[config.mk]
export PLATFORM = sky130hd
export DESIGN_NAME = cayley_dickson_multiply_flat
export DESIGN_NICKNAME = d
export VERILOG_FILES = /design/src/rtl/cdm_pkg.sv /design/src/rtl/cdm_if.sv /design/src/rtl/cayley_dickson_multiply.sv /design/src/rtl/cdm_mult_stage.sv /design/src/flat_wrapper.sv
export SDC_FILE = /design/constraint.sdc
export NUM_CORES = 2
export LEC_CHECK = 0
export ABC_CLOCK_PERIOD_IN_PS = 15500
export BUFFER_PORTS_ARGS = -buffer_cell sky130_fd_sc_hd__buf_4
export CAP_MARGIN = 20
export CORE_MARGIN = 2
export CORE_UTILIZATION = 45
export CTS_CLUSTER_DIAMETER = 100
export DETAILED_ROUTE_END_ITERATION = 7
export PLACE_DENSITY_LB_ADDON = 0.1
export SYNTH_ARGS = -nofsm -noshare
export SYNTH_HDL_FRONTEND = slang
export SYNTH_SLANG_ARGS = --single-unit
[constraint.sdc]
create_clock -name clk_i -period 15.5 [get_ports clk_i]
set_input_delay 2.325 -clock clk_i [delete_from_list [all_inputs] [get_ports clk_i]]
set_output_delay 2.325 -clock clk_i [all_outputs]
set_load 0.01 [all_outputs]
[src/rtl/cdm_pkg.sv]
// Shared constants, types and the basis sign rule for the Cayley-Dickson multiplier.
// Depends on nothing; every other file of the block refers to it by scoped names.
package cdm_pkg;

  localparam int unsigned VECTOR_WIDTH    = 64;
  localparam int unsigned DIMENSION       = 4;
  localparam int unsigned COMPONENT_WIDTH = 16;

  // Components that fit entirely inside the packed vector.
  localparam int unsigned FIT_COMPONENTS  = VECTOR_WIDTH / COMPONENT_WIDTH;
  localparam int unsigned LIVE_COMPONENTS =
    (DIMENSION < FIT_COMPONENTS) ? DIMENSION : FIT_COMPONENTS;

  // The algebra is formed at the next power of two; missing components are zero.
  localparam int unsigned LOG_PAD  = $clog2(DIMENSION);
  localparam int unsigned PAD_SIZE = 1 << LOG_PAD;
  localparam int unsigned IDX_W    = (LOG_PAD > 0) ? LOG_PAD : 1;

  typedef logic [VECTOR_WIDTH-1:0]    vector_t;
  typedef logic [COMPONENT_WIDTH-1:0] comp_t;
  typedef logic [IDX_W-1:0]           idx_t;
  typedef comp_t [PAD_SIZE-1:0]       comp_vec_t;
  typedef comp_vec_t [PAD_SIZE-1:0]   prod_mat_t;

  // Splits a packed vector into components. Components that are not carried read as zero.
  function automatic comp_vec_t unpack_vector(input vector_t v);
    comp_vec_t c;
    for (int k = 0; k < PAD_SIZE; k++) begin
      if (k < LIVE_COMPONENTS) begin
        c[k] = v[k*COMPONENT_WIDTH +: COMPONENT_WIDTH];
      end else begin
        c[k] = '0;
      end
    end
    return c;
  endfunction

  // Sign of the basis product e_i * e_j, which lands on e_(i^j). Walks the halving
  // levels from the top index bit down. A set top bit on the left selects b, on the
  // right d; conj() flips the sign of every basis element except the first, and the
  // terms d*a and conj(d)*b swap the order of the factors.
  function automatic logic neg_term(input idx_t i, input idx_t j);
    idx_t p;
    idx_t q;
    idx_t t;
    idx_t low_mask;
    logic q_low_nz;
    logic neg;
    neg = 1'b0;
    p   = i;
    q   = j;
    for (int b = int'(LOG_PAD) - 1; b >= 0; b--) begin
      low_mask = IDX_W'((1 << b) - 1);
      q_low_nz = ((q & low_mask) != '0);
      if (p[b] && !q[b]) begin
        neg = neg ^ q_low_nz;
      end else if (!p[b] && q[b]) begin
        t = p;
        p = q;
        q = t;
      end else if (p[b] && q[b]) begin
        neg = neg ^ ~q_low_nz;
        t = p;
        p = q;
        q = t;
      end
    end
    return neg;
  endfunction

endpackage

[src/rtl/cdm_if.sv]
// Valid/ready channel interfaces for the operand pair and the product vector.
// Depends on cdm_pkg for the vector type.
interface cdm_in_if;
  logic            valid;
  logic            ready;
  cdm_pkg::vector_t left_vector;
  cdm_pkg::vector_t right_vector;

  modport source (output valid, output left_vector, output right_vector, input ready);
  modport sink   (input valid, input left_vector, input right_vector, output ready);
endinterface

interface cdm_out_if;
  logic            valid;
  logic            ready;
  cdm_pkg::vector_t product_vector;

  modport source (output valid, output product_vector, input ready);
  modport sink   (input valid, input product_vector, output ready);
endinterface

[src/rtl/cayley_dickson_multiply.sv]
// Top level of the Cayley-Dickson hypercomplex multiplier.
// Depends on cdm_pkg, the channel interfaces in cdm_if and the cdm_mult_stage block.
//
// Each input beat carries two hypercomplex numbers packed as signed components,
// component 0 in the low bits, and each output beat carries their Cayley-Dickson
// product in the same packing. Every output component is the signed sum of
// component products, wrapped to the component width. The product is worked out as
// a fixed sign table: left component i times right component j adds to or subtracts
// from product component i^j. Operands whose dimension is not a power of two are
// padded with zero components, and only the first components are returned; bits
// above the last packed component are ignored on input and zero on output.
// The block has three register stages (operand, partial product, sum). A beat is
// offered at the output once it has passed through the operand, partial product and
// sum registers in that order, and one beat can be accepted every cycle while the
// output keeps taking beats. Each stage only holds while the stage after it is full
// and stalled, so bubbles are squeezed out. While a finished product waits at the
// output, new operands keep entering until the two stages behind it are full as
// well; only then does the input stall. There is no state beyond the pipeline.
module cayley_dickson_multiply (
  input  logic              clk_i,
  input  logic              rst_ni,
  cdm_in_if.sink            req_i,
  cdm_out_if.source         rsp_o
);

  // Stage valids and the per-stage advance conditions.
  logic s1_valid_q;
  logic s2_valid_q;
  logic s3_valid_q;
  logic s1_ready;
  logic s2_ready;
  logic s3_ready;

  assign s3_ready  = !s3_valid_q || rsp_o.ready;
  assign s2_ready  = !s2_valid_q || s3_ready;
  assign s1_ready  = !s1_valid_q || s2_ready;
  assign req_i.ready = s1_ready;

  always_ff @(posedge clk_i or negedge rst_ni) begin
    if (!rst_ni) begin
      s1_valid_q <= 1'b0;
      s2_valid_q <= 1'b0;
      s3_valid_q <= 1'b0;
    end else begin
      if (s1_ready) begin
        s1_valid_q <= req_i.valid;
      end
      if (s2_ready) begin
        s2_valid_q <= s1_valid_q;
      end
      if (s3_ready) begin
        s3_valid_q <= s2_valid_q;
      end
    end
  end

  // Operand register.
  cdm_pkg::vector_t left_q;
  cdm_pkg::vector_t right_q;

  always_ff @(posedge clk_i) begin
    if (s1_ready && req_i.valid) begin
      left_q  <= req_i.left_vector;
      right_q <= req_i.right_vector;
    end
  end

  // Partial products, loaded whenever the operand stage moves forward.
  cdm_pkg::prod_mat_t prod;

  cdm_mult_stage u_mult (
    .clk_i   (clk_i),
    .load_i  (s2_ready && s1_valid_q),
    .left_i  (left_q),
    .right_i (right_q),
    .prod_o  (prod)
  );

  // Signed sums per output component. For output k, left component i pairs with
  // right component i^k; the sign table says whether that term is subtracted.
  cdm_pkg::comp_vec_t sum;
  cdm_pkg::vector_t   product_d;
  cdm_pkg::vector_t   product_q;

  always_comb begin
    cdm_pkg::idx_t kk;
    cdm_pkg::idx_t ii;
    cdm_pkg::idx_t jj;
    for (int k = 0; k < cdm_pkg::PAD_SIZE; k++) begin
      kk     = cdm_pkg::IDX_W'(k);
      sum[k] = '0;
      for (int i = 0; i < cdm_pkg::PAD_SIZE; i++) begin
        ii = cdm_pkg::IDX_W'(i);
        jj = ii ^ kk;
        if (cdm_pkg::neg_term(ii, jj)) begin
          sum[k] = sum[k] - prod[ii][jj];
        end else begin
          sum[k] = sum[k] + prod[ii][jj];
        end
      end
    end
  end

  // Only the components that are carried get packed; the rest of the word is zero.
  always_comb begin
    product_d = '0;
    for (int k = 0; k < cdm_pkg::LIVE_COMPONENTS; k++) begin
      product_d[k*cdm_pkg::COMPONENT_WIDTH +: cdm_pkg::COMPONENT_WIDTH] = sum[k];
    end
  end

  always_ff @(posedge clk_i) begin
    if (s3_ready && s2_valid_q) begin
      product_q <= product_d;
    end
  end

  assign rsp_o.valid          = s3_valid_q;
  assign rsp_o.product_vector = product_q;

endmodule

[src/rtl/cdm_mult_stage.sv]
// Partial product stage: every pairing of left and right components, wrapped to the
// component width and registered. Depends on cdm_pkg.
module cdm_mult_stage (
  input  logic               clk_i,
  input  logic               load_i,
  input  cdm_pkg::vector_t   left_i,
  input  cdm_pkg::vector_t   right_i,
  output cdm_pkg::prod_mat_t prod_o
);

  cdm_pkg::comp_vec_t left_comp;
  cdm_pkg::comp_vec_t right_comp;
  cdm_pkg::prod_mat_t prod_d;
  cdm_pkg::prod_mat_t prod_q;

  assign left_comp  = cdm_pkg::unpack_vector(left_i);
  assign right_comp = cdm_pkg::unpack_vector(right_i);

  // The low bits of the product are the same for signed and unsigned operands.
  always_comb begin
    for (int i = 0; i < cdm_pkg::PAD_SIZE; i++) begin
      for (int j = 0; j < cdm_pkg::PAD_SIZE; j++) begin
        prod_d[i][j] = cdm_pkg::COMPONENT_WIDTH'(left_comp[i] * right_comp[j]);
      end
    end
  end

  always_ff @(posedge clk_i) begin
    if (load_i) begin
      prod_q <= prod_d;
    end
  end

  assign prod_o = prod_q;

endmodule
[src/flat_wrapper.sv]
// flat-port wrapper written by rule: the top's interface ports become plain ports
module cayley_dickson_multiply_flat 
  (clk_i, rst_ni, req_i_valid, req_i_left_vector, req_i_right_vector, req_i_ready, rsp_o_valid, rsp_o_product_vector, rsp_o_ready);
  cdm_in_if req_i_i ();
  cdm_out_if rsp_o_i ();
  input  logic clk_i;
  input  logic rst_ni;
  input wire logic [$bits(req_i_i.valid)-1:0] req_i_valid;
  input wire logic [$bits(req_i_i.left_vector)-1:0] req_i_left_vector;
  input wire logic [$bits(req_i_i.right_vector)-1:0] req_i_right_vector;
  output wire logic [$bits(req_i_i.ready)-1:0] req_i_ready;
  output wire logic [$bits(rsp_o_i.valid)-1:0] rsp_o_valid;
  output wire logic [$bits(rsp_o_i.product_vector)-1:0] rsp_o_product_vector;
  input wire logic [$bits(rsp_o_i.ready)-1:0] rsp_o_ready;
  assign req_i_i.valid = req_i_valid;
  assign req_i_i.left_vector = req_i_left_vector;
  assign req_i_i.right_vector = req_i_right_vector;
  assign req_i_ready = req_i_i.ready;
  assign rsp_o_valid = rsp_o_i.valid;
  assign rsp_o_product_vector = rsp_o_i.product_vector;
  assign rsp_o_i.ready = rsp_o_ready;
  cayley_dickson_multiply u_core (.clk_i(clk_i), .rst_ni(rst_ni), .req_i(req_i_i), .rsp_o(rsp_o_i));
endmodule
==> impl_metrics.py <==
metrics = {
    "status": {
        "outcome": "complete, no violations",
    },
    "setup_path": {
        "end_kind": "register",
        "cpMostUsedCell": "fa_1",
        "crit_buf_inv": 5,
        "critPathSlowestCell": "edfxtp_1",
        "arrival_ns": 7.24,
        "max_stage_delay_ns": 0.75,
        "cp_top_family": "adder cells",
        "path_max_fanout": 45,
        "cp_cell_sequence": "buf_4, nand2_1, fa_1, fa_1, fa_1, inv_1, fa_1, fa_1, inv_1, fa_1, inv_1, ha_1, o21a_1, nor2_1, inv_1, a31oi_1, xnor2_1",
        "required_ns": 15.93,
        "worst_setup_path_start_kind": "register",
        "critical_path_class": "register to register",
    },
    "global_routing": {
        "grt_usage_pct": 28.20,
        "antenna_found_initial": 28,
        "grt_pass1_vias": 63330,
        "overflow": 0,
        "grt_max_degree": 68,
        "grt_pass1_wl_um": 399200,
    },
    "route": {
        "dr.pass1.iters": 6,
        "dr.first_iter.drc_count": 4841,
        "post_drt_wl_per_cell_um": 22.92,
        "vias": 60000,
        "drcViolationCount": 0,
        "drtAntennaViolNets": 0,
        "viasPerCell": 5.256,
        "wl_um": 261600,
    },
    "sta": {
        "hold_viol_final": 0,
        "rsz0062_at_grt": "false",
        "fmax_mhz": 146.8,
        "period_needed_ns": 6.811,
        "max_slew_margin_pct": 19.99,
        "tns_ns": 0,
        "fin_crit_sh_pct": 43.94,
        "tightest_slew_ns": 1.200,
        "slew_violations": 0,
        "clock_skew_ns": 0.04208,
        "finalSetupViolations": 0,
    },
    "clocking": {
        "cts_max_path_buffers": 3,
        "cts-root-buf": "clkbuf_16",
        "clock_sinks": 451,
        "htreeDepth": 3,
        "clkTransAtPathRegs_ns": 0.06,
        "cts_buffers": 68,
        "cts_tree": "built",
        "cts_resized": 0,
        "cts_hold_buffers": 0,
        "clock_latency_ns": 0.71,
        "cts_setup_buffers": 0,
    },
    "logic_synthesis": {
        "synth_cell_types": 71,
        "yosysTopAreaCellShare_pct": 33.39,
        "post-synth-top-count-cell": "inv_1",
        "ys_ff_latch": 451,
        "async_reset_ff_share_pct": 0.6652,
        "avgSynthCellArea_um2": 9.415,
        "yosysWarnings": 0,
        "yosysTopAreaCell": "fa_1",
        "ys_seq_area_share_pct": 16.12,
        "synth_area_leaders": "fa_1 (33%), edfxtp_1 (16%), ha_1 (13%)",
        "syn_nets": 11290,
        "synth_edf_count": 448,
        "synth_flop_cell": "edfxtp_1",
        "synthTopCellsByCount": "inv_1 (2,048), fa_1 (1,400), nand2_1 (1,140)",
        "postSynthCellCount": 8915,
        "syn_area_um2": 83930,
    },
    "floorplan": {
        "die_w_um": 435.9,
        "dieArea_um2": 190000,
        "start_util_pct": 45.26,
        "fp.dieH_um": 435.9,
        "rows": 158,
        "coreArea_um2": 185400,
        "io_pins": 198,
    },
    "layout": {
        "fillers": 17820,
        "multi_input_area_um2": 60880,
        "regArea_um2": 13530,
        "syn_to_final_growth_pct": 7.082,
        "final_nets": 11250,
        "drive_above_1_share_pct": 5.401,
    },
    "placement": {
        "place_hpwl_um": 181400,
        "port_buffers": 197,
        "place_congestion": 0.8900,
    },
    "worst_hold_path": {
        "hold_class": "register to register",
    },
    "run": {
        "cap_violations": 0,
    },
}
-- sequential cells by signal (all words and copies together) (netlist names) --
| name | cells |
|---|---|
| u_core.rsp_o.valid | 1 |
| u_core.s2_valid_q | 1 |
| u_core.rsp_o.product_vector | 64 |
| u_core.right_q | 64 |
| u_core.s1_valid_q | 1 |
| u_core.u_mult.prod_o | 256 |
| u_core.left_q | 64 |
-- worst paths after layout --
check | start | end | slack [ns] | cells after the start
setup / recovery | u_core.right_q[33] | u_core.u_mult.prod_o[239] | 8.69 | 17
hold / removal | u_core.s1_valid_q | u_core.s2_valid_q | 0.51 | 1
setup reg to reg | u_core.right_q[33] | u_core.u_mult.prod_o[239] | 8.69 | 17
hold reg to reg | u_core.s1_valid_q | u_core.s2_valid_q | 0.51 | 1
max in group asynchronous | rst_ni | u_core.s2_valid_q | 14.01 | 1
min in group asynchronous | rst_ni | u_core.s1_valid_q | 1.40 | 1
-- final cells by class --
type	count	area share (%)
Antenna cell	10	0.02784
Clock buffer	81	2.019
Clock inverter	41	0.3049
Inverter	2048	8.553
Multi-Input combinational cell	5962	67.73
Sequential cell	451	15.05
Tap cell	2480	3.453
Timing Repair Buffer	342	2.857
-- metrics by stage --
step | utilization [%] | cell area, um^2 | instances | setup WS (ns) | hold slack (ns)
detailed placement | 47.33 | 87760 | 11280 | 8.703 | 0.4878
finish | 48.47 | 89880 | 11420 | 8.689 | 0.5081
global route | 48.46 | 89850 | 11410 | 8.349 | 0.5528
CTS | 48.45 | 89850 | 11410 | 8.711 | 0.5095
global placement | 47.33 | 87760 | 11280 | 8.662 | 0.4916
floorplan | - | 83930 | 8915 | 6.624 | 0.4494
-- layer usage --
metal  up-vias  track usage, %  wire length [um]
met1     30560           40.38            114700
met5         -               0                88
met2      2480           42.03            112600
met4        12           10.07             10220
li1      26500               -                 -
met3       446           6.138             24060
-- placed cells by master, fill, tap and decap left out, types with 12 or more instances in the layout --
master	instances
buf_4	342
o211ai_1	22
xor2_1	126
nand3_1	57
o21bai_1	24
a21oi_1	137
o21ai_0	82
nor2_1	103
fa_1	1400
nand3b_1	12
clkinv_1	14
and3_1	15
a21o_1	39
nand2b_1	19
nor2b_1	12
edfxtp_1	448
nor3_1	61
clkbuf_16	71
xnor2_1	520
inv_1	2048
ha_1	845
nand2_1	1140
xnor3_1	16
and2_1	1102
o21a_1	39
-- kinds of logic (layout without fill, tap and decap cells) --
kind of cell,Yosys count,after routing,share of synthesized area [%]
xor gates and xnor gates,667,667,7.267
muxes,5,5,0.05963
DFF,451,451,16.12
and+or+nand+nor,2574,2574,15.37
AOI/OAI and AO/OA,471,471,3.840
buffers and inverters,2502,2512,11.36
adders and majority gates,2245,2245,45.99
other,0,10,0
-- worst register-to-register path, cell delays in order (launching register included) --
cell,delay (ns)
edfxtp_1,0.75
buf_4,0.73
nand2_1,0.23
fa_1,0.54
fa_1,0.52
fa_1,0.55
inv_1,0.05
fa_1,0.63
fa_1,0.55
inv_1,0.05
fa_1,0.48
inv_1,0.04
ha_1,0.31
o21a_1,0.19
nor2_1,0.11
inv_1,0.05
a31oi_1,0.62
xnor2_1,0.15
Power is left out: the tool's default activity adds up to more than one toggle a clock period on the data nets, which glitch-free logic cannot reach.
